===== src/hw/rtl/huffman_table_encoder_packer_core_macros.svh =====
// Assertion helpers for the encoder blocks.
// Each macro expects i_clk and i_rst_n in scope.
`ifndef HUFFMAN_TABLE_ENCODER_PACKER_CORE_MACROS_SVH
`define HUFFMAN_TABLE_ENCODER_PACKER_CORE_MACROS_SVH

// Check a condition in the same cycle as its trigger.
`define HTE_ASSERT_NOW(lbl, ante, cons, msg) \
    lbl: assert property (@(posedge i_clk) disable iff (!i_rst_n) (ante) |-> (cons)) \
        else $error(msg);

// Check a condition in the cycle after its trigger.
`define HTE_ASSERT_NEXT(lbl, ante, cons, msg) \
    lbl: assert property (@(posedge i_clk) disable iff (!i_rst_n) (ante) |=> (cons)) \
        else $error(msg);

`endif


===== src/hw/rtl/hte_pkg.sv =====
`timescale 1ns / 1ps

package hte_pkg;

    // Fixed field widths of the stream.
    localparam int CODE_BITS       = 32;
    localparam int LEN_BITS        = 6;
    localparam int SYM_BITS        = 8;
    localparam int BYTES_BITS      = 3;
    localparam int MAX_CODE_LEN    = 32;

    // Packer word geometry.
    localparam int WORD_BITS       = 32;
    localparam int WORD_BYTES      = (WORD_BITS + 7) / 8;
    localparam int FILL_BITS       = $clog2(WORD_BITS);
    localparam int TOTAL_BITS      = FILL_BITS + 1;

    // Defaults and sizes.
    localparam int TABLE_DEPTH_DEF = 256;
    localparam int QUEUE_DEPTH     = 4;

    typedef enum logic [1:0] {
        OP_LOAD   = 2'd0,
        OP_ENCODE = 2'd1,
        OP_FLUSH  = 2'd2,
        OP_UNUSED = 2'd3
    } t_op;

    typedef enum logic [1:0] {
        CMD_ENCODE = 2'd0,
        CMD_ERROR  = 2'd1,
        CMD_FLUSH  = 2'd2
    } t_kind;

    // Work item handed from the lookup side to the packer.
    typedef struct packed {
        t_kind                 kind;
        logic [CODE_BITS-1:0]  code;
        logic [LEN_BITS-1:0]   len;
    } t_cmd;

endpackage


===== src/hw/rtl/hte_queue.sv =====
`timescale 1ns / 1ps

module hte_queue (
    input  logic          i_clk,
    input  logic          i_rst_n,
    input  logic          i_push,
    input  hte_pkg::t_cmd i_cmd,
    output logic          o_full,
    output logic          o_valid,
    output hte_pkg::t_cmd o_cmd,
    input  logic          i_pop
);

    localparam int PTR_W = $clog2(hte_pkg::QUEUE_DEPTH);
    localparam int CNT_W = $clog2(hte_pkg::QUEUE_DEPTH + 1);

    hte_pkg::t_cmd    r_mem [hte_pkg::QUEUE_DEPTH];
    logic [PTR_W-1:0] r_wr_ptr;
    logic [PTR_W-1:0] r_rd_ptr;
    logic [CNT_W-1:0] r_count;

    assign o_full  = (r_count == CNT_W'(hte_pkg::QUEUE_DEPTH));
    assign o_valid = (r_count != '0);
    assign o_cmd   = r_mem[r_rd_ptr];

    // Store pushed commands
    always_ff @(posedge i_clk) begin
        if (i_push) begin
            r_mem[r_wr_ptr] <= i_cmd;
        end
    end

    // Advance pointers and occupancy
    always_ff @(posedge i_clk) begin
        if (!i_rst_n) begin
            r_wr_ptr <= '0;
            r_rd_ptr <= '0;
            r_count  <= '0;
        end else begin
            if (i_push) begin
                r_wr_ptr <= r_wr_ptr + PTR_W'(1);
            end
            if (i_pop) begin
                r_rd_ptr <= r_rd_ptr + PTR_W'(1);
            end
            if (i_push && !i_pop) begin
                r_count <= r_count + CNT_W'(1);
            end else if (!i_push && i_pop) begin
                r_count <= r_count - CNT_W'(1);
            end
        end
    end

endmodule


===== config.mk =====
export PLATFORM = sky130hd
export DESIGN_NAME = hte_queue
export DESIGN_NICKNAME = d
export VERILOG_FILES = /design/src/hw/rtl/huffman_table_encoder_packer_core_macros.svh /design/src/hw/rtl/hte_pkg.sv /design/src/hw/rtl/hte_queue.sv
export SDC_FILE = /design/constraint.sdc
export NUM_CORES = 1
export LEC_CHECK = 0
export BUFFER_PORTS_ARGS = -buffer_cell sky130_fd_sc_hd__buf_4
export CORE_AREA = 10 10 153 112
export CTS_BUF_LIST = sky130_fd_sc_hd__clkbuf_4
export DETAILED_ROUTE_END_ITERATION = 8
export DIE_AREA = 0 0 163 122
export GPL_ROUTABILITY_DRIVEN = 0
export PLACE_DENSITY = 0.66
export SLEW_MARGIN = 20
export SYNTH_ARGS = -nofsm -noshare
export SYNTH_HDL_FRONTEND = slang
export SYNTH_SLANG_ARGS = --single-unit

===== constraint.sdc =====
create_clock -name i_clk -period 2.85 [get_ports i_clk]
set_input_delay 0.285 -clock i_clk [delete_from_list [all_inputs] [get_ports i_clk]]
set_output_delay 0.285 -clock i_clk [all_outputs]
set_load 0.05 [all_outputs]

**Yosys cells after proc, flatten, opt, wreduce, memory -nomap -nowiden**

Memory sizes are Yosys's and may differ from the RTL's. A register that Yosys moved wholly into a read port is not among the register bits.
Cells that the tools add are included.

- RAM bits: 160
- Flip-flop bits (word level): 7
- Input port bits: 44
- Output and inout bits: 42
- Memories: 1

Memory list:

| memory | depth | width | rd ports | clocked after Yosys merged registers in | wr ports | line | source |
|---|---|---|---|---|---|---|---|
| r_mem | 4 | 40 | 1 | 1 | 1 | hte_queue.sv:17 | `hte_pkg::t_cmd r_mem [hte_pkg::QUEUE_DEPTH];` |

- $add $sub $neg: 4
- Multiplexer cells: 6
- Reduce and logical (&&, ||, !) cells: 6
- Equality and inequality tests: 1

Operator list:

| kind | number |
|---|---|
| 2-to-1 mux 3 bit | 2 |
| adder 2 x 1 -> 2 bit (second input constant) | 2 |
| 2-to-1 mux 2 bit | 2 |
| adder 3 x 1 -> 3 bit (second input constant) | 1 |
| == test 3 bit (second input constant) | 1 |
| nonzero test 3 bit | 1 |
| subtractor 3 x 1 -> 3 bit (second input constant) | 1 |
| logical AND 1 bit | 2 |
| logical NOT 1 bit | 2 |
| 2-to-1 mux 1 bit | 2 |
| nonzero test 2 bit | 1 |

**Longest topological paths before layout**

- Depth in word-level cells: 4
- Gate-level depth with buffers: 7
- Mapped depth without buffers: 7

**Worst setup path before layout**

OpenSTA, ideal clock, no wires.

- Path type: reg2reg
- From: register r_wr_ptr[0]
- To: memory r_mem[2][0] (netlist bit), enable pin
- Stages on the path, launching flop included: 4
- Setup slack: 940 ps
- Clock period less this slack: 1910 ps
- Buffers on the path: 0
- Arrival: 1509 ps
- Cell sequence: dfxtp_1 > inv_1 > ha_1 > and2_1

RTL lines:

| what | line | source |
|---|---|---|
| from (decl) | hte_queue.sv:18 | `logic [PTR_W-1:0] r_wr_ptr;` |
| from (signal assigned) | hte_queue.sv:41 | `r_wr_ptr <= r_wr_ptr + PTR_W'(1);` |
| to (decl) | hte_queue.sv:17 |  |

Straight into the memory's write port.

==> summary.md <==
| Metric | Value |
|---|---|
| Status | `completed` |
| Part of the cycle the worst path needs | `88.2%` |
| Gr usage total | `12.8%` |
| Top cells by count, synth | `edfxtp_1 (160), mux4_2 (40), and2_1 (9), dfxtp_1 (9), ha_1 (5)` |
| Largest net degree at the start of global routing | `41` |
| Die area | `19900 sq um` |
| Synth area leaders | `edfxtp_1 (77%), mux4_2 (14%), dfxtp_1 (2.9%)` |
| Peak Freq | `398 MHz` |
| LEAKAGE | `2.68 nW` |
| Seq cells post-synth | `169` |
| EDFF count, synth | `160` |
| DR DRC count | `0` |
| Worst path max stage delay | `590 ps` |
| Core area | `14400 sq um` |
| Yosys cell types | `19` |
| Sink Count | `169` |
| Least-Margin Pin Slew | `639 ps` |
| Top-count cell post-synth | `edfxtp_1` |
| Relative slew margins | `57.4%` |
| Post-synth top area share | `76.7%` |
| PortBufs | `85` |
| Clock Latency Late Sink | `560 ps` |
| Hold Buf Count CTS | `41` |
| Main combinational cell family by area after synthesis | `multiplexers` |
| Min Tclk post-route | `2520 ps` |
| Vias in the first global route | `3382` |
| Asr flop ratio synth | `0%` |
| Initial Util | `43.6%` |
| CP Max Fanout | `25` |
| Via/cell ratio | `4.87` |
| Syn nets | `302` |
| Compound-Gate Fraction of Synth Area | `0.200%` |
| Sw Share | `27.8%` |
| Buf/Inv on CP | `2` |
| Synth area leader | `edfxtp_1` |
| Synth Area in Adders | `1.32%` |
| Post-Syn Area | `6260 sq um` |
| Inserted Clock Buffers | `17` |
| Postcts setup bufs | `0` |
| Total of max-cap violations | `0` |
| Comb power frac | `17.6%` |
| CTS root buffer | `clkbuf_4` |
| Pwr dens | `677 nW/um^2` |
| Clock Power Share | `27.8%` |
| Post-Layout Cell Count | `603` |
| Placed insts | `529` |
| Area delta synth->final | `25.4%` |
| Synth Area in XOR/XNOR | `0.699%` |
| Mux share of post-synthesis cell area | `14.7%` |
| Total net switching power | `1.48 mW` |
| First-pass GRT wire length | `19100 um` |
| Final net count | `444` |
| Max Clock Skew | `17.6 ps` |
| Arr. time, crit path | `2230 ps` |
| CTS clk-pin slew, worst paths | `130 ps` |
| Yosys warnings | `0` |
| Worst endpoint required time | `2570 ps` |
| H-tree levels | `4` |
| Hold WC Path Type | `primary input to flop` |
| Crit end category | `primary output` |
| DR vias | `2938` |
| Final Hold Vio Count | `0` |
| Post-synthesis simple-gate area fraction | `1.48%` |
| Total wire length | `11800 um` |
| Antenna violations before repair | `1` |
| Post-synthesis instance total | `252` |
| Layout cells sized above 1 | `41.3%` |
| Routed Antenna Nets | `0` |
| # setup viols final | `0` |
| Die Y | `122 um` |
| Sequential fraction of the synthesis area | `79.6%` |
| Mean post-synth cell area | `24.9 sq um` |
| RSZ-0062 raised after global routing | `false` |
| DR pass1 iterations | `4` |
| CP max stage cell | `dfxtp_4` |
| DRT iter0 DRCs | `240` |
| Peak VDD IR | `377 uV` |
| Crit-path cells | `buf_12 -> mux4_2 -> buf_4` |
| CP Launch Type | `flop` |
| Sequential Power Share | `54.6%` |
| Clock Tree Buf Depth | `2` |
| Critical path class | `flop to primary output` |
| Internal cell power | `3.84 mW` |
| Die W | `163 um` |
| Synth Flop Type | `edfxtp_1` |
| Top Family by Delay on Critical Path | `flip-flops` |
| FP Rows | `37` |
| Number of I/O pins | `86` |
| CTS tree | `yes` |
| Setup TNS | `0 ps` |
| Slew Limit Fails | `0` |
| Post_cts resized | `0` |
| GRT overflow | `0` |
| Avg WL per Cell | `19.6 um` |
## power by group through the flow
stage / Clock, mW / Sequential, mW / Combinational [mW]
2_1_floorplan: 0 / 2.93 / 0.647
3_3_place_gp: 0 / 2.95 / 0.896
3_5_place_dp: 0 / 2.96 / 0.906
4_1_cts: 1.53 / 2.91 / 0.954
5_1_grt: 1.64 / 2.92 / 0.999
6_report: 1.47 / 2.90 / 0.938
## layout make-up
class	count	area, sq um
diodes	1	2.50
inverters	4	15.0
clock inverters	15	185
flip-flops and latches	169	4990
repair buffers	132	1130
well taps	195	244
clock buffers	17	128
multi-input cells	70	1160
fillers	1100	6500
## cells in the final DEF (no fill, tap or decap), drive strengths merged, types with 2 or more instances in the layout
cell,instances
and2,9
buf,91
bufinv,3
clkbuf,17
clkinv,4
dfxtp,9
dlygate4sd3,41
edfxtp,160
ha,5
inv,11
mux2i,2
mux4,40
nor2b,2
or3,2
xnor2,2
xor2,3
## worst reg2reg max path, cell delays in order, from the launching register on
cell and delay, ps:
dfxtp_1 380, inv_1 100, ha_1 140, and2_2 530, buf_12 270
## routing by layer
metal  track usage, %  up-vias  share of wire, %
met5                0        -                 0
met4             4.38        0              0.93
li1                 -     1348                 -
met3             5.39        9               8.6
met1             16.8     1487                45
met2             18.8       94                46
## logic make-up after synthesis
family	Yosys count
flops	169
mux	42
xor+xnor	5
fa+ha+maj	6
compound gates	2
buf+inv	13
simple gates	15
## path summary, 6_finish.rpt
check,slack (ps),depth (start not counted),end,startpoint
min reg2reg,540,2,r_count[2],r_count[2]
max reg2reg,1150,4,r_mem[2][31],r_wr_ptr[0]
max,330,3,o_cmd[22],flop
min,60,3,r_wr_ptr[1],i_push
## state kept, by name, indices dropped and copies added (netlist names), named ones only
register,cells
r_count,3
r_rd_ptr,2
r_wr_ptr,2
r_mem,160
## through the flow
stage	worst slack (ps)	area, sq um	hold WS, ps	power (mW)	utilization, %
after floorplan	940	6260	384	3.57	-
after global placement	898	7130	484	3.85	49.7
after detailed placement	872	7130	489	3.87	49.7
after CTS	230	7850	14.3	5.39	54.7
after global routing	153	7850	12.3	5.55	54.7
final	335	7850	58.9	5.31	54.7
No activity file was read; power rests on OpenSTA's default activity.
