$ cat config.mk
export PLATFORM = sky130hd
export DESIGN_NAME = hte_back
export DESIGN_NICKNAME = d
export VERILOG_FILES = /design/src/hw/rtl/hte_pkg.sv /design/src/hw/rtl/hte_back.sv
export VERILOG_INCLUDE_DIRS = /design/src /design/src/hw/rtl
export SDC_FILE = /design/constraint.sdc
export NUM_CORES = 1
export LEC_CHECK = 0
export ABC_CLOCK_PERIOD_IN_PS = 6100
export BUFFER_PORTS_ARGS = -buffer_cell sky130_fd_sc_hd__buf_4
export CORE_UTILIZATION = 60
export CTS_BUF_LIST = sky130_fd_sc_hd__clkbuf_8
export CTS_CLUSTER_DIAMETER = 100
export DETAILED_ROUTE_END_ITERATION = 10
export PLACE_DENSITY = 0.83
export SLEW_MARGIN = 25
export SYNTH_ARGS = -nofsm -noshare
export SYNTH_HDL_FRONTEND = slang
export SYNTH_SLANG_ARGS = --single-unit
$ cat constraint.sdc
create_clock -name i_clk -period 6.1 [get_ports i_clk]
set_input_delay 0.305 -clock i_clk [delete_from_list [all_inputs] [get_ports i_clk]]
set_output_delay 0.305 -clock i_clk [all_outputs]
set_load 0.02 [all_outputs]
$ cat src/hw/rtl/huffman_table_encoder_packer_core_macros.svh
// Assertion helpers for the encoder blocks.
// Each macro expects i_clk and i_rst_n in scope.
`ifndef HUFFMAN_TABLE_ENCODER_PACKER_CORE_MACROS_SVH
`define HUFFMAN_TABLE_ENCODER_PACKER_CORE_MACROS_SVH

// Check a condition in the same cycle as its trigger.
`define HTE_ASSERT_NOW(lbl, ante, cons, msg) \
    lbl: assert property (@(posedge i_clk) disable iff (!i_rst_n) (ante) |-> (cons)) \
        else $error(msg);

// Check a condition in the cycle after its trigger.
`define HTE_ASSERT_NEXT(lbl, ante, cons, msg) \
    lbl: assert property (@(posedge i_clk) disable iff (!i_rst_n) (ante) |=> (cons)) \
        else $error(msg);

`endif

$ cat src/hw/rtl/hte_pkg.sv
`timescale 1ns / 1ps

package hte_pkg;

    // Fixed field widths of the stream.
    localparam int CODE_BITS       = 32;
    localparam int LEN_BITS        = 6;
    localparam int SYM_BITS        = 8;
    localparam int BYTES_BITS      = 3;
    localparam int MAX_CODE_LEN    = 32;

    // Packer word geometry.
    localparam int WORD_BITS       = 32;
    localparam int WORD_BYTES      = (WORD_BITS + 7) / 8;
    localparam int FILL_BITS       = $clog2(WORD_BITS);
    localparam int TOTAL_BITS      = FILL_BITS + 1;

    // Defaults and sizes.
    localparam int TABLE_DEPTH_DEF = 256;
    localparam int QUEUE_DEPTH     = 4;

    typedef enum logic [1:0] {
        OP_LOAD   = 2'd0,
        OP_ENCODE = 2'd1,
        OP_FLUSH  = 2'd2,
        OP_UNUSED = 2'd3
    } t_op;

    typedef enum logic [1:0] {
        CMD_ENCODE = 2'd0,
        CMD_ERROR  = 2'd1,
        CMD_FLUSH  = 2'd2
    } t_kind;

    // Work item handed from the lookup side to the packer.
    typedef struct packed {
        t_kind                 kind;
        logic [CODE_BITS-1:0]  code;
        logic [LEN_BITS-1:0]   len;
    } t_cmd;

endpackage

$ cat src/hw/rtl/hte_back.sv
`timescale 1ns / 1ps
`include "huffman_table_encoder_packer_core_macros.svh"

module hte_back (
    input  logic                             i_clk,
    input  logic                             i_rst_n,
    input  logic                             i_q_valid,
    input  hte_pkg::t_cmd                    i_q_cmd,
    output logic                             o_q_pop,
    output logic                             o_valid,
    input  logic                             i_stall,
    output logic [hte_pkg::CODE_BITS-1:0]    o_packed_word,
    output logic [hte_pkg::BYTES_BITS-1:0]   o_valid_bytes,
    output logic                             o_status,
    output logic                             o_last
);

    localparam int WB = hte_pkg::WORD_BITS;

    logic [WB-1:0]                      r_acc;
    logic [hte_pkg::FILL_BITS-1:0]      r_fill;
    logic                               r_valid;
    logic [hte_pkg::CODE_BITS-1:0]      r_word;
    logic [hte_pkg::BYTES_BITS-1:0]     r_bytes;
    logic                               r_status;
    logic                               r_last;

    logic                               w_pop;
    logic [hte_pkg::TOTAL_BITS-1:0]     w_total;
    logic [hte_pkg::TOTAL_BITS-1:0]     w_shamt;
    logic [2*WB-1:0]                    w_window;
    logic                               w_word_done;
    logic [hte_pkg::TOTAL_BITS-1:0]     w_fill_p7;

    // Take a command when the output register is free or being drained
    assign w_pop   = i_q_valid && (!r_valid || !i_stall);
    assign o_q_pop = w_pop;

    // Merge the code under the pending bits in a double-width window
    assign w_total     = hte_pkg::TOTAL_BITS'({1'b0, r_fill}) +
                         hte_pkg::TOTAL_BITS'(i_q_cmd.len);
    assign w_shamt     = hte_pkg::TOTAL_BITS'((hte_pkg::TOTAL_BITS + 1)'(2 * WB) -
                                              {1'b0, w_total});
    assign w_window    = {r_acc, {WB{1'b0}}} |
                         ({{WB{1'b0}}, WB'(i_q_cmd.code)} << w_shamt);
    assign w_word_done = (w_total >= hte_pkg::TOTAL_BITS'(WB));
    assign w_fill_p7   = hte_pkg::TOTAL_BITS'({1'b0, r_fill}) + hte_pkg::TOTAL_BITS'(7);

    // Pack, flush and hold the result register
    always_ff @(posedge i_clk) begin
        if (!i_rst_n) begin
            r_valid <= 1'b0;
            r_acc   <= '0;
            r_fill  <= '0;
        end else if (w_pop) begin
            unique case (i_q_cmd.kind)
                hte_pkg::CMD_ERROR: begin
                    r_valid  <= 1'b1;
                    r_word   <= '0;
                    r_bytes  <= '0;
                    r_status <= 1'b1;
                    r_last   <= 1'b0;
                end
                hte_pkg::CMD_FLUSH: begin
                    r_valid  <= 1'b1;
                    r_word   <= hte_pkg::CODE_BITS'(r_acc);
                    r_bytes  <= w_fill_p7[hte_pkg::TOTAL_BITS-1:3];
                    r_status <= 1'b0;
                    r_last   <= 1'b1;
                    r_acc    <= '0;
                    r_fill   <= '0;
                end
                hte_pkg::CMD_ENCODE: begin
                    r_fill <= w_total[hte_pkg::FILL_BITS-1:0];
                    if (w_word_done) begin
                        r_valid  <= 1'b1;
                        r_word   <= hte_pkg::CODE_BITS'(w_window[2*WB-1:WB]);
                        r_bytes  <= hte_pkg::BYTES_BITS'(hte_pkg::WORD_BYTES);
                        r_status <= 1'b0;
                        r_last   <= 1'b0;
                        r_acc    <= w_window[WB-1:0];
                    end else begin
                        r_valid <= 1'b0;
                        r_acc   <= w_window[2*WB-1:WB];
                    end
                end
                default: begin
                    r_valid <= 1'b0;
                end
            endcase
        end else if (!i_stall) begin
            r_valid <= 1'b0;
        end
    end

    assign o_valid       = r_valid;
    assign o_packed_word = r_word;
    assign o_valid_bytes = r_bytes;
    assign o_status      = r_status;
    assign o_last        = r_last;

    `HTE_ASSERT_NOW(a_error_empty, r_valid && r_status, (r_word == '0) && (r_bytes == '0) && !r_last, "error result carries data")
    `HTE_ASSERT_NOW(a_word_bytes, r_valid && !r_status && !r_last, r_bytes == hte_pkg::BYTES_BITS'(hte_pkg::WORD_BYTES), "full word with short byte count")
    `HTE_ASSERT_NEXT(a_flush_clear, w_pop && (i_q_cmd.kind == hte_pkg::CMD_FLUSH), (r_fill == '0) && (r_acc == '0), "flush left pending bits")
    `HTE_ASSERT_NEXT(a_partial_quiet, w_pop && (i_q_cmd.kind == hte_pkg::CMD_ENCODE) && !w_word_done, !r_valid, "partial word produced a result")

endmodule

Word-level counts from Yosys, hierarchy flattened. Cells that the tools add are included.

Flip-flop bits (word level): 75. Word-level logic and storage cells: 41. Input port bits: 44. Output and inout bits: 39.

Add/sub/neg operators: 3. $lt $le $gt $ge: 1. Eq/ne operators: 4. Bitwise logic cells: 1. Shifts and indexed selects: 1. Muxes and demuxes: 14. Reductions and logical operators: 10.

Operator list (number): 32-bit case mux with 3 select lines (1); 32-bit 2-to-1 mux (2); 64-bit OR (1); 32-bit case mux with 2 select lines (1); 32-bit by 6-bit left shift with 64-bit output (1); 5-bit case mux with 2 select lines (1); 3-bit case mux with 3 select lines (1); 5-bit by 3-bit adder with 6-bit output, second input constant (1); 5-bit by 6-bit adder with 6-bit output (1); 6-bit >= comparator, second input constant (1); 1-bit case mux with 3 select lines (2); 1-bit by 6-bit subtractor with 6-bit output, first input constant (1); 1-bit 2-to-1 mux (4); 2-bit != test, second input constant (2); 4-bit AND reduction (1); 3-bit 2-to-1 mux (1); 3-bit nonzero test (1); 2-bit by 1-bit equality test with 1-bit output, second input constant (1); 2-bit equality test, second input constant (1); 1-bit logical NOT (2); 2-bit logical NOT (1); 1-bit case mux with 2 select lines (1); 2-bit AND reduction (1); 2-bit nonzero test (1); 3 further kinds (3).

Longest topological paths before layout. Gate-level depths: netlist of run 1.

Word-level depth: 6. Mapped depth: 17. Gate-level depth less buffers: 12.

Least setup slack after synthesis of run 1. No wires, ideal clock.

Kind: flip-flop to flip-flop. Start: reg r_fill[0] (netlist name). End: reg r_word, in the netlist o_packed_word[20], data pin. Required time: 5.843 ns. Arrival: 3.785 ns. Cell stages (with the launch flop): 16. Library setup time: 0.257 ns. Period minus slack after synthesis: 4.042 ns. Setup slack: 2.058 ns. Path buffers: 6. Cell sequence: dfxtp_1 > ha_1 > clkbuf_1 > buf_4 > buf_4 > clkinv_1 > ha_1 > clkbuf_1 > buf_2 > buf_1 > mux4_2 > mux2i_1 > nor3_1 > or3_1 > o211ai_1 > nand2_1.

Cells in the longest elaborated chain, start to end: 6.

Ends and longest elaborated chain: from (decl) (RTL line hte_back.sv:21) `logic [hte_pkg::FILL_BITS-1:0] r_fill;`; from (signal assigned) (RTL line hte_back.sv:74) `r_fill <= w_total[hte_pkg::FILL_BITS-1:0];`; 5-bit by 6-bit adder with 6-bit output (RTL line hte_back.sv:40) `assign w_total = hte_pkg::TOTAL_BITS'({1'b0, r_fill}) +`; 1-bit by 6-bit subtractor with 6-bit output (RTL line hte_back.sv:42) `assign w_shamt = hte_pkg::TOTAL_BITS'((hte_pkg::TOTAL_BITS + 1)'(2 * WB) -`; 32-bit by 6-bit left shift with 64-bit output (RTL line hte_back.sv:45) `({{WB{1'b0}}, WB'(i_q_cmd.code)} << w_shamt);`; 64-bit OR (RTL line hte_back.sv:44) `assign w_window = {r_acc, {WB{1'b0}}} |`; 32-bit 2-to-1 mux (RTL line hte_back.sv:75) `if (w_word_done) begin`; 32-bit case mux with 3 select lines (RTL line hte_back.sv:56) `unique case (i_q_cmd.kind)`; to (signal assigned) (RTL line hte_back.sv:66) `r_word <= hte_pkg::CODE_BITS'(r_acc);`; to (signal assigned) (RTL line hte_back.sv:77) `r_word <= hte_pkg::CODE_BITS'(w_window[2*WB-1:WB]);`; to (decl) (RTL line hte_back.sv:23) `logic [hte_pkg::CODE_BITS-1:0] r_word;`.

Every way passes these cells. The select of a mux whose other input is x is not followed. A chain may end at the register's enable or synchronous reset.

Final worst setup path of run 1. Ends and elaborated chain as after synthesis.

==> metrics.cfg, run 1 <==
[status]
status=finished, final reports clean

[finish]
final_cells=865
synthToLayoutAreaGrowth_pct=14.9
post-route-util_pct=70.7
drive_above_1_share_pct=22.5
diodes=0
nets=781

[clocking]
tritoncts=done
clock-sinks=75
cts_htree_levels=3
cts_hold_buf=0
clock_latency_ns=0.36
clkSlewWorstSetupHoldPaths_ns=0.09
clockBufferDepth=2
cts-root-buf=clkbuf_8
cts_buffers=9
post_cts_buffers=0
cts_resized=0

[power]
ir_drop_v=0.000161
power.total_mw=1.82
power.leakage_nw=2.70
powerDensity_nw_per_um2=264

[timing]
fin_crit_ns=4.27
clock_skew_ns=0.00817
hold_violations=0
setup_tns_ns=0
grt_setup_unrepaired=false
setup_violations=0
fin_crit_sh_pct=69.9
slew_headroom_pct=21.5
timing.fmax_ghz=0.234
final_max_slew_viol_count=0
worst_pin_slew_ns=1.18

[placement]
dpl.hpwl_mm=14.1
gp_congestion=0.985
io_buffers=82
dp_cells=849

[logic_synthesis]
synth_top_area_share_pct=18.6
synth.most_common_cell=nand2_1
yosysWarnings=0
synth_nets=727
synth_edf_count=37
yosysSeqAreaShare_pct=31.3
async_reset_ff_share_pct=0
synth_cell_types=77
synth_flop_cell=dfxtp_1
synthTopCellsByArea=edfxtp_1, dfxtp_1, mux2i_1, mux4_2, nand2_1
synth_top_area_cell=edfxtp_1
avgSynthCellArea_um2=8.89
syn-instance-count=673
netlist_top_cells_count=nand2_1, mux2i_1, nor2_1, dfxtp_1, edfxtp_1
syn_area_um2=5980
ys_ff_latch=75

[worst_setup_path]
cp_max_fo=23
end_kind=flip-flop
crit_type=reg -> reg
worstPathRequired_ns=6.22
arrival_ns=4.39
cp-start-kind=flip-flop

[detailed_routing]
ant_nets=0
routed_wl_mm=18.7
wl_per_cell_um=21.6
vias=5888
dr.first_iter.drc_count=695
drc=0
drt-vias-per-instance=6.81
firstDrtPassIters=7

[grt]
track_usage_pct=37.2
grt_antenna_before_repair=0
grt_pass1_wl_mm=28.9
grt_max_degree=41
grt_pass1_vias=5361
grt.overflow.total=0

[floorplan]
pin_count=83
die_area_um2=10400
initial_core_util_pct=61.5
die_w_um=102
coreArea_um2=9730
die_y_um=102
row_count=36

[flow_run]
cap_violations=0

[min_path]
worst_hold_path_type=in -> reg

## kinds of logic (layout without fill, tap and decap cells)
logic type	Yosys count	count (layout)	synth area share, %
and+or+nand+nor	235	235	18.1
buffers and inverters	60	119	4.83
xor gates and xnor gates	9	9	1.82
adders and majority gates	10	10	2.22
AOI/OAI and AO/OA	191	191	21.8
muxes	93	93	19.9
DFF	75	75	31.3
## power breakdown
group	internal, mW	switching, mW
registers	0.557	0.0107
clock network	0.229	0.204
logic	0.293	0.524
## flip-flops by register name, indices dropped and copies added, names as in the netlist
signal	cells
o_valid	1
r_acc	32
o_last	1
o_status	1
o_packed_word	32
o_valid_bytes	3
r_fill	5
## worst max-delay path, stage by stage (launching register included)
cell,delay [ns]
dfxtp_1,0.38
ha_2,0.21
inv_1,0.06
fa_1,0.50
ha_1,0.77
buf_4,0.40
mux4_2,0.37
mux2i_1,0.50
nor3_1,0.12
or3_1,0.44
o211ai_1,0.18
nand2_1,0.08
## cells in the final DEF (no fill, tap or decap), types with 7 or more instances in the layout
| master | n |
|---|---|
| dfxtp_1 | 38 |
| nor2b_1 | 11 |
| ha_1 | 8 |
| nand2_1 | 100 |
| edfxtp_1 | 37 |
| clkbuf_8 | 9 |
| o21ai_0 | 32 |
| o21ai_1 | 31 |
| o31ai_1 | 9 |
| buf_4 | 90 |
| nand3_1 | 14 |
| nor3_1 | 18 |
| nor2_1 | 50 |
| a22oi_1 | 27 |
| mux2i_1 | 58 |
| inv_1 | 11 |
| mux4_2 | 19 |
| a21oi_1 | 31 |
| or3_1 | 7 |
| mux2_2 | 15 |
## stage by stage
stage,area (µm²),hold slack [ns],worst slack (ns)
after floorplan,5980,0.426,2.06
after global routing,6870,0.304,1.66
after detailed placement,6660,0.451,1.91
after CTS,6870,0.254,1.94
after global placement,6630,0.443,2.02
final,6870,0.256,1.83
## worst paths after layout
| check | slack (ns) | end | cells after the start | startpoint |
|---|---|---|---|---|
| setup / recovery | 1.83 | o_packed_word[20]$_DFFE_PP_ | 11 | r_fill[0]$_SDFFE_PN0P_ |
| hold / removal | 0.26 | o_valid$_SDFFE_PN0P_ | 3 | i_stall |
| setup reg to reg | 1.83 | o_packed_word[20]$_DFFE_PP_ | 11 | r_fill[0]$_SDFFE_PN0P_ |
| hold reg to reg | 0.47 | r_acc[16]$_SDFFE_PN0P_ | 2 | r_acc[16]$_SDFFE_PN0P_ |
## routing by layer
| metal | part of all wire, % | GRT usage (%) | vias to the layer above |
|---|---|---|---|
| met4 | 3.8 | 15.7 | 0 |
| met2 | 45 | 57.6 | 406 |
| met5 | 0 | 0 | - |
| li1 | - | - | 2643 |
| met1 | 41 | 50.7 | 2771 |
| met3 | 9.8 | 7.66 | 68 |
## layout make-up
| class | instances | area (µm²) |
|---|---|---|
| multi-input combinational | 538 | 3870 |
| fill | 798 | 2860 |
| sequential | 75 | 1870 |
| timing repair buffer | 91 | 703 |
| tap | 133 | 166 |
| clock buffer | 9 | 124 |
| clock inverter | 7 | 92.6 |
| inverter | 12 | 45.0 |
Power figures use the tool's default switching activity.
==> run 2: changes to the inputs <==
Settings changed: ABC_CLOCK_PERIOD_IN_PS 6100 to 3500, CORE_UTILIZATION 60 to 55, PLACE_DENSITY 0.83 to 0.8.
Clock period 6.1 ns to 3.5 ns, I/O delays scaled along.
==> run 2 against run 1 <==
Compared with the run above: sequential power up 74%; cell area grew 9.3%; combinational power up 110%; wire length grew 9.8%; flip-flop and latch count unchanged; setup slack got worse by 1.7 ns; die area rose by 8.9%; clock power is 54% higher; sequential share of layout area fell by 2.3 points; final cell count grew 7.9%.
==> metrics.cfg, run 2 (synthesis gave the netlist of run 1 again) <==
[placement]
place_area_um2=7180
dpl.hpwl_mm=15.6
gp_congestion=0.980
preCtsSetupSlack_ns=-0.0473
io_buffers=82

[worst_setup_path]
crit_type=reg -> reg
critPathSlowestCell=fa_2
cp-start-kind=flip-flop
cp_max_fo=9
crit_top_cell=nand2_1
r2r_start=r_fill[0]$_SDFFE_PN0P_
arrival_ns=3.62
worstPathRequired_ns=3.74
reg2reg_slack_ns=0.12
end_kind=flip-flop
crit_path_max_incr_delay_ns=0.56
cp-endpoint=o_packed_word[20]$_DFFE_PP_
cp-startpoint=r_fill[0]$_SDFFE_PN0P_
timing.rr.end=o_packed_word[20]$_DFFE_PP_
crit_chain=ha_2 -> inv_1 -> fa_2 -> buf_4 -> nand3b_1 -> or4_4 -> o211ai_4 -> buf_4 -> mux2i_1 -> nand2_1 -> nand2_1 -> o211ai_1 -> nand2_1
reg2reg_depth=13

[min_path]
worst_hold_path_type=in -> reg

[finish]
nets=846
drive_above_1_share_pct=30.5
fin_area_um2=7510
mostFrequentLayoutCells=buf_4, nand2_1, mux2i_1
fillers=775
synthToLayoutAreaGrowth_pct=25.6
final_common_cell=buf_4
diodes=0

[clocking]
post_cts_buffers=0
clock_latency_ns=0.37
cts_htree_levels=3
clkSlewWorstSetupHoldPaths_ns=0.08
clockBufferDepth=2
clock-sinks=75
cts_buffers=9
tritoncts=done
cts-root-buf=clkbuf_8
cts_hold_buf=0

[timing]
setup_violations=0
slew_headroom_pct=52.4
final_max_slew_viol_count=0
worst_pin_slew_ns=0.715
fin_crit_ns=3.39
finalWorstSetupSlack_ns=0.115
fin_crit_sh_pct=96.7
grt_setup_unrepaired=false
clock_skew_ns=0.00610
timing.fmax_ghz=0.295
hold_violations=0

[floorplan]
die_y_um=106
coreArea_um2=10400
row_count=37
die_w_um=106
initial_core_util_pct=57.4
pin_count=83
die_area_um2=11300

[detailed_routing]
wl_per_cell_um=22.0
drc=0
ant_nets=0
vias=6117
firstDrtPassIters=5
dr.first_iter.drc_count=630
drt-vias-per-instance=6.56
routed_wl_mm=20.5

[grt]
grt_antenna_before_repair=0
grt_max_degree=39
grt_pass1_vias=5687
grt_pass1_wl_mm=31.1
track_usage_pct=36.8
grt.overflow.total=0

[status]
status=finished, final reports clean

[power]
power.total_mw=3.36
power.leakage_nw=3.04
powerDensity_nw_per_um2=447
ir_drop_v=0.000358

[flow_run]
cap_violations=0

-- run 2: layer usage --
layer / up-vias / routed length [µm] / global-route usage [%] / part of all wire [%]
met5: - / 0 / 0 / 0
li1: 2760 / - / - / -
met1: 2882 / 8390 / 49.9 / 41
met2: 392 / 9440 / 56.9 / 46
met4: 0 / 762 / 14.9 / 3.7
met3: 83 / 1950 / 7.91 / 9.5
-- run 2: how the worst min path moves through the flow --
stage / from / to / cells after the start
after floorplan: i_stall / o_valid$_SDFFE_PN0P_ / 2
after global placement: r_acc[24]$_SDFFE_PN0P_ / r_acc[24]$_SDFFE_PN0P_ / 2
final: i_stall / o_valid$_SDFFE_PN0P_ / 3
after CTS: i_stall / o_valid$_SDFFE_PN0P_ / 3
after global routing: i_stall / o_valid$_SDFFE_PN0P_ / 3
after detailed placement: r_acc[2]$_SDFFE_PN0P_ / r_acc[2]$_SDFFE_PN0P_ / 2
-- run 2: layout make-up --
type	count	area, µm²	share of cell area (%)
well taps	136	170	2.26
inverters	12	46.3	0.616
clock inverters	6	51.3	0.683
repair buffers	156	1250	16.7
clock buffers	10	138	1.83
multi-input cells	538	3980	53.0
flip-flops and latches	75	1870	24.9
-- run 2: critical path: cells and delay by family, from the launching register on --
family                     cells  cell delay [ns]
AOI/OAI and AO/OA              2             0.25
adders and majority gates      2             0.75
buffers and inverters          3             0.42
DFF                            1             0.35
muxes                          1             0.47
and+or+nand+nor                5             1.01
-- run 2: what timing repair did --
item	CTS	global route
gates resized for setup	4	19
pin swaps	0	2
gates cloned	0	1
endpoints found under the setup margin	5	50
-- run 2: per-stage QoR --
stage / hold slack (ns) / cells / utilization [%] / TNS (ns)
floorplan: 0.358 / 673 / - / -0.0152
global placement: 0.439 / 916 / 68.9 / 0
detailed placement: 0.446 / 916 / 68.9 / -0.0781
CTS: 0.0985 / 932 / 70.9 / 0
global route: 0.134 / 933 / 72.1 / 0
finish: 0.110 / 933 / 72.1 / 0
-- run 2: power breakdown --
group | switching [mW] | total [mW] | internal [mW] | leakage (nW)
combinational | 0.997 | 1.70 | 0.704 | 2.28
clock | 0.328 | 0.667 | 0.339 | 0.110
sequential | 0.0183 | 0.989 | 0.970 | 0.649
==> run 3: changes to the inputs <==
Settings changed: MAX_ROUTING_LAYER from default to met4.
==> run 3 against run 2 <==
Compared with the run above: total power up 4.1%; wire length up 0.97%; sequential share of layout area about the same; non-clock buffer count down 5; die area unchanged; flip-flop and latch count unchanged; global-route usage up 1.9 points; utilization about the same; count of clock-buffer cells in the layout down 1.
==> metrics.cfg, run 3 (synthesis gave the netlist of run 1 again) <==
[timing]
hold_violations=0
slew_headroom_pct=45.8
worst_pin_slew_ns=0.804
clock_skew_ns=0.00816
setup_tns_ns=0
fin_crit_sh_pct=97.1
fin_crit_ns=3.40
final_max_slew_viol_count=0
timing.fmax_ghz=0.294
setup_violations=0

[detailed_routing]
routed_wl_mm=20.7
ant_nets=0
firstDrtPassIters=8
wl_per_cell_um=22.4
dr.first_iter.drc_count=558
drc=0
vias=6165
drt-vias-per-instance=6.64

[placement]
gp_congestion=0.966
io_buffers=82
place_area_um2=7140
dp_cells=911
dpl.hpwl_mm=15.8

[finish]
multiInputGateArea_um2=3970
diodes=0
fin_area_um2=7510
mostFrequentLayoutCells=buf_4, nand2_1, mux2i_1
nets=841
final_common_cell=buf_4
fillers=775
regArea_um2=1870
drive_above_1_share_pct=30.4
post-route-util_pct=72.1
final_cells=928
synthToLayoutAreaGrowth_pct=25.5

[worst_setup_path]
end_kind=flip-flop
crit_path_max_incr_delay_ns=0.56
arrival_ns=3.53
cp-start-kind=flip-flop
crit_type=reg -> reg
worstPathRequired_ns=3.63
crit_chain=ha_2 -> inv_1 -> fa_2 -> ha_4 -> buf_12 -> buf_4 -> mux4_2 -> mux2_2 -> nand2_1 -> nor2_1 -> or3_4 -> o211ai_1 -> nand2_1
cp_max_fo=15
crit_top_cell=nand2_1
critPathSlowestCell=fa_2

[clocking]
clock-sinks=75
clkSlewWorstSetupHoldPaths_ns=0.08
clock_latency_ns=0.38
cts_hold_buf=0
clockBufferDepth=2
cts-root-buf=clkbuf_8
tritoncts=done
cts_buffers=9
post_cts_buffers=0
cts_htree_levels=3

[min_path]
worst_hold_path_type=in -> reg

[status]
status=finished, final reports clean

[flow_run]
cap_violations=0

[floorplan]
die_area_um2=11300
row_count=37
pin_count=83
die_y_um=106
die_w_um=106
coreArea_um2=10400
initial_core_util_pct=57.4

[grt]
grt_pass1_wl_mm=31.8
grt_antenna_before_repair=0
track_usage_pct=38.7
grt.overflow.total=0
grt_max_degree=39
grt_pass1_vias=5844

[power]
clkPwrFrac_pct=23.1
ir_drop_v=0.000279
power.leakage_nw=3.03
comb_power_share_pct=48.6
powerDensity_nw_per_um2=465
switching_share_pct=38.7
power.total_mw=3.49
pwr-share-seq_pct=28.3
intPower_mw=2.14
p_sw_mw=1.35

## run 3: cell count changes in the layout (fill, tap and decap cells not counted), moves of 2 or more
cell / change
inv_1: -2
buf_4: -5
o21ai_1: -2
bufinv_16: +2
## run 3: routing by layer
layer  global-route usage, %  wire (µm)  vias to the layer above
li1                        -          -                     2765
met2                    59.2       9600                      392
met3                    7.23       2020                       67
met1                    49.0       8270                     2941
met5                       -          0                        -
met4                    19.7        858                        0
## run 3: final timing paths
path | from | to | slack, ns | cells after the start
worst max register to register | r_fill[0]$_SDFFE_PN0P_ | o_packed_word[23]$_DFFE_PP_ | 0.10 | 13
worst min-delay path | i_stall | o_valid$_SDFFE_PN0P_ | 0.1 | 3
worst min register to register | r_acc[16]$_SDFFE_PN0P_ | r_acc[16]$_SDFFE_PN0P_ | 0.47 | 2
worst max-delay path | r_fill[0]$_SDFFE_PN0P_ | o_packed_word[23]$_DFFE_PP_ | 0.10 | 13
## run 3: stage by stage
step | setup slack (ns) | hold slack (ns)
after floorplan | -0.0152 | 0.358
after global placement | 0.0375 | 0.441
after detailed placement | -0.0528 | 0.451
after CTS | 0.00542 | 0.0925
after global routing | -0.00905 | 0.134
final | 0.102 | 0.0999
## run 3: cell type report
cell class                 instances  area share (%)
timing repair buffer             151            16.3
clock buffer                       9            1.65
clock inverter                     7            1.43
inverter                          12           0.617
tap                              136            2.27
multi-input combinational        538            52.8
sequential                        75            24.9
## run 3: power groups by stage
stage	combinational [mW]	clock [mW]	sequential, mW
6_report	1.70	0.807	0.990
5_1_grt	1.79	0.840	0.994
4_1_cts	1.62	0.809	0.989
3_5_place_dp	1.59	0	1.01
3_3_place_gp	1.55	0	1.01
2_1_floorplan	0.975	0	1.03
## run 3: critical path: cells and delay by family (launching register included)
| kind | cells | cell delay (ns) |
|---|---|---|
| buf+inv | 3 | 0.38 |
| flops | 1 | 0.36 |
| simple gates | 4 | 0.65 |
| fa+ha+maj | 3 | 0.98 |
| mux | 2 | 0.61 |
| compound gates | 1 | 0.16 |
## run 3: timing repair
item / 4_1_cts / 5_1_grt
cloned: 1 / 0
endpoints found under the setup margin: 11 / 52
pin swaps: 0 / 3
gates resized for setup: 3 / 18
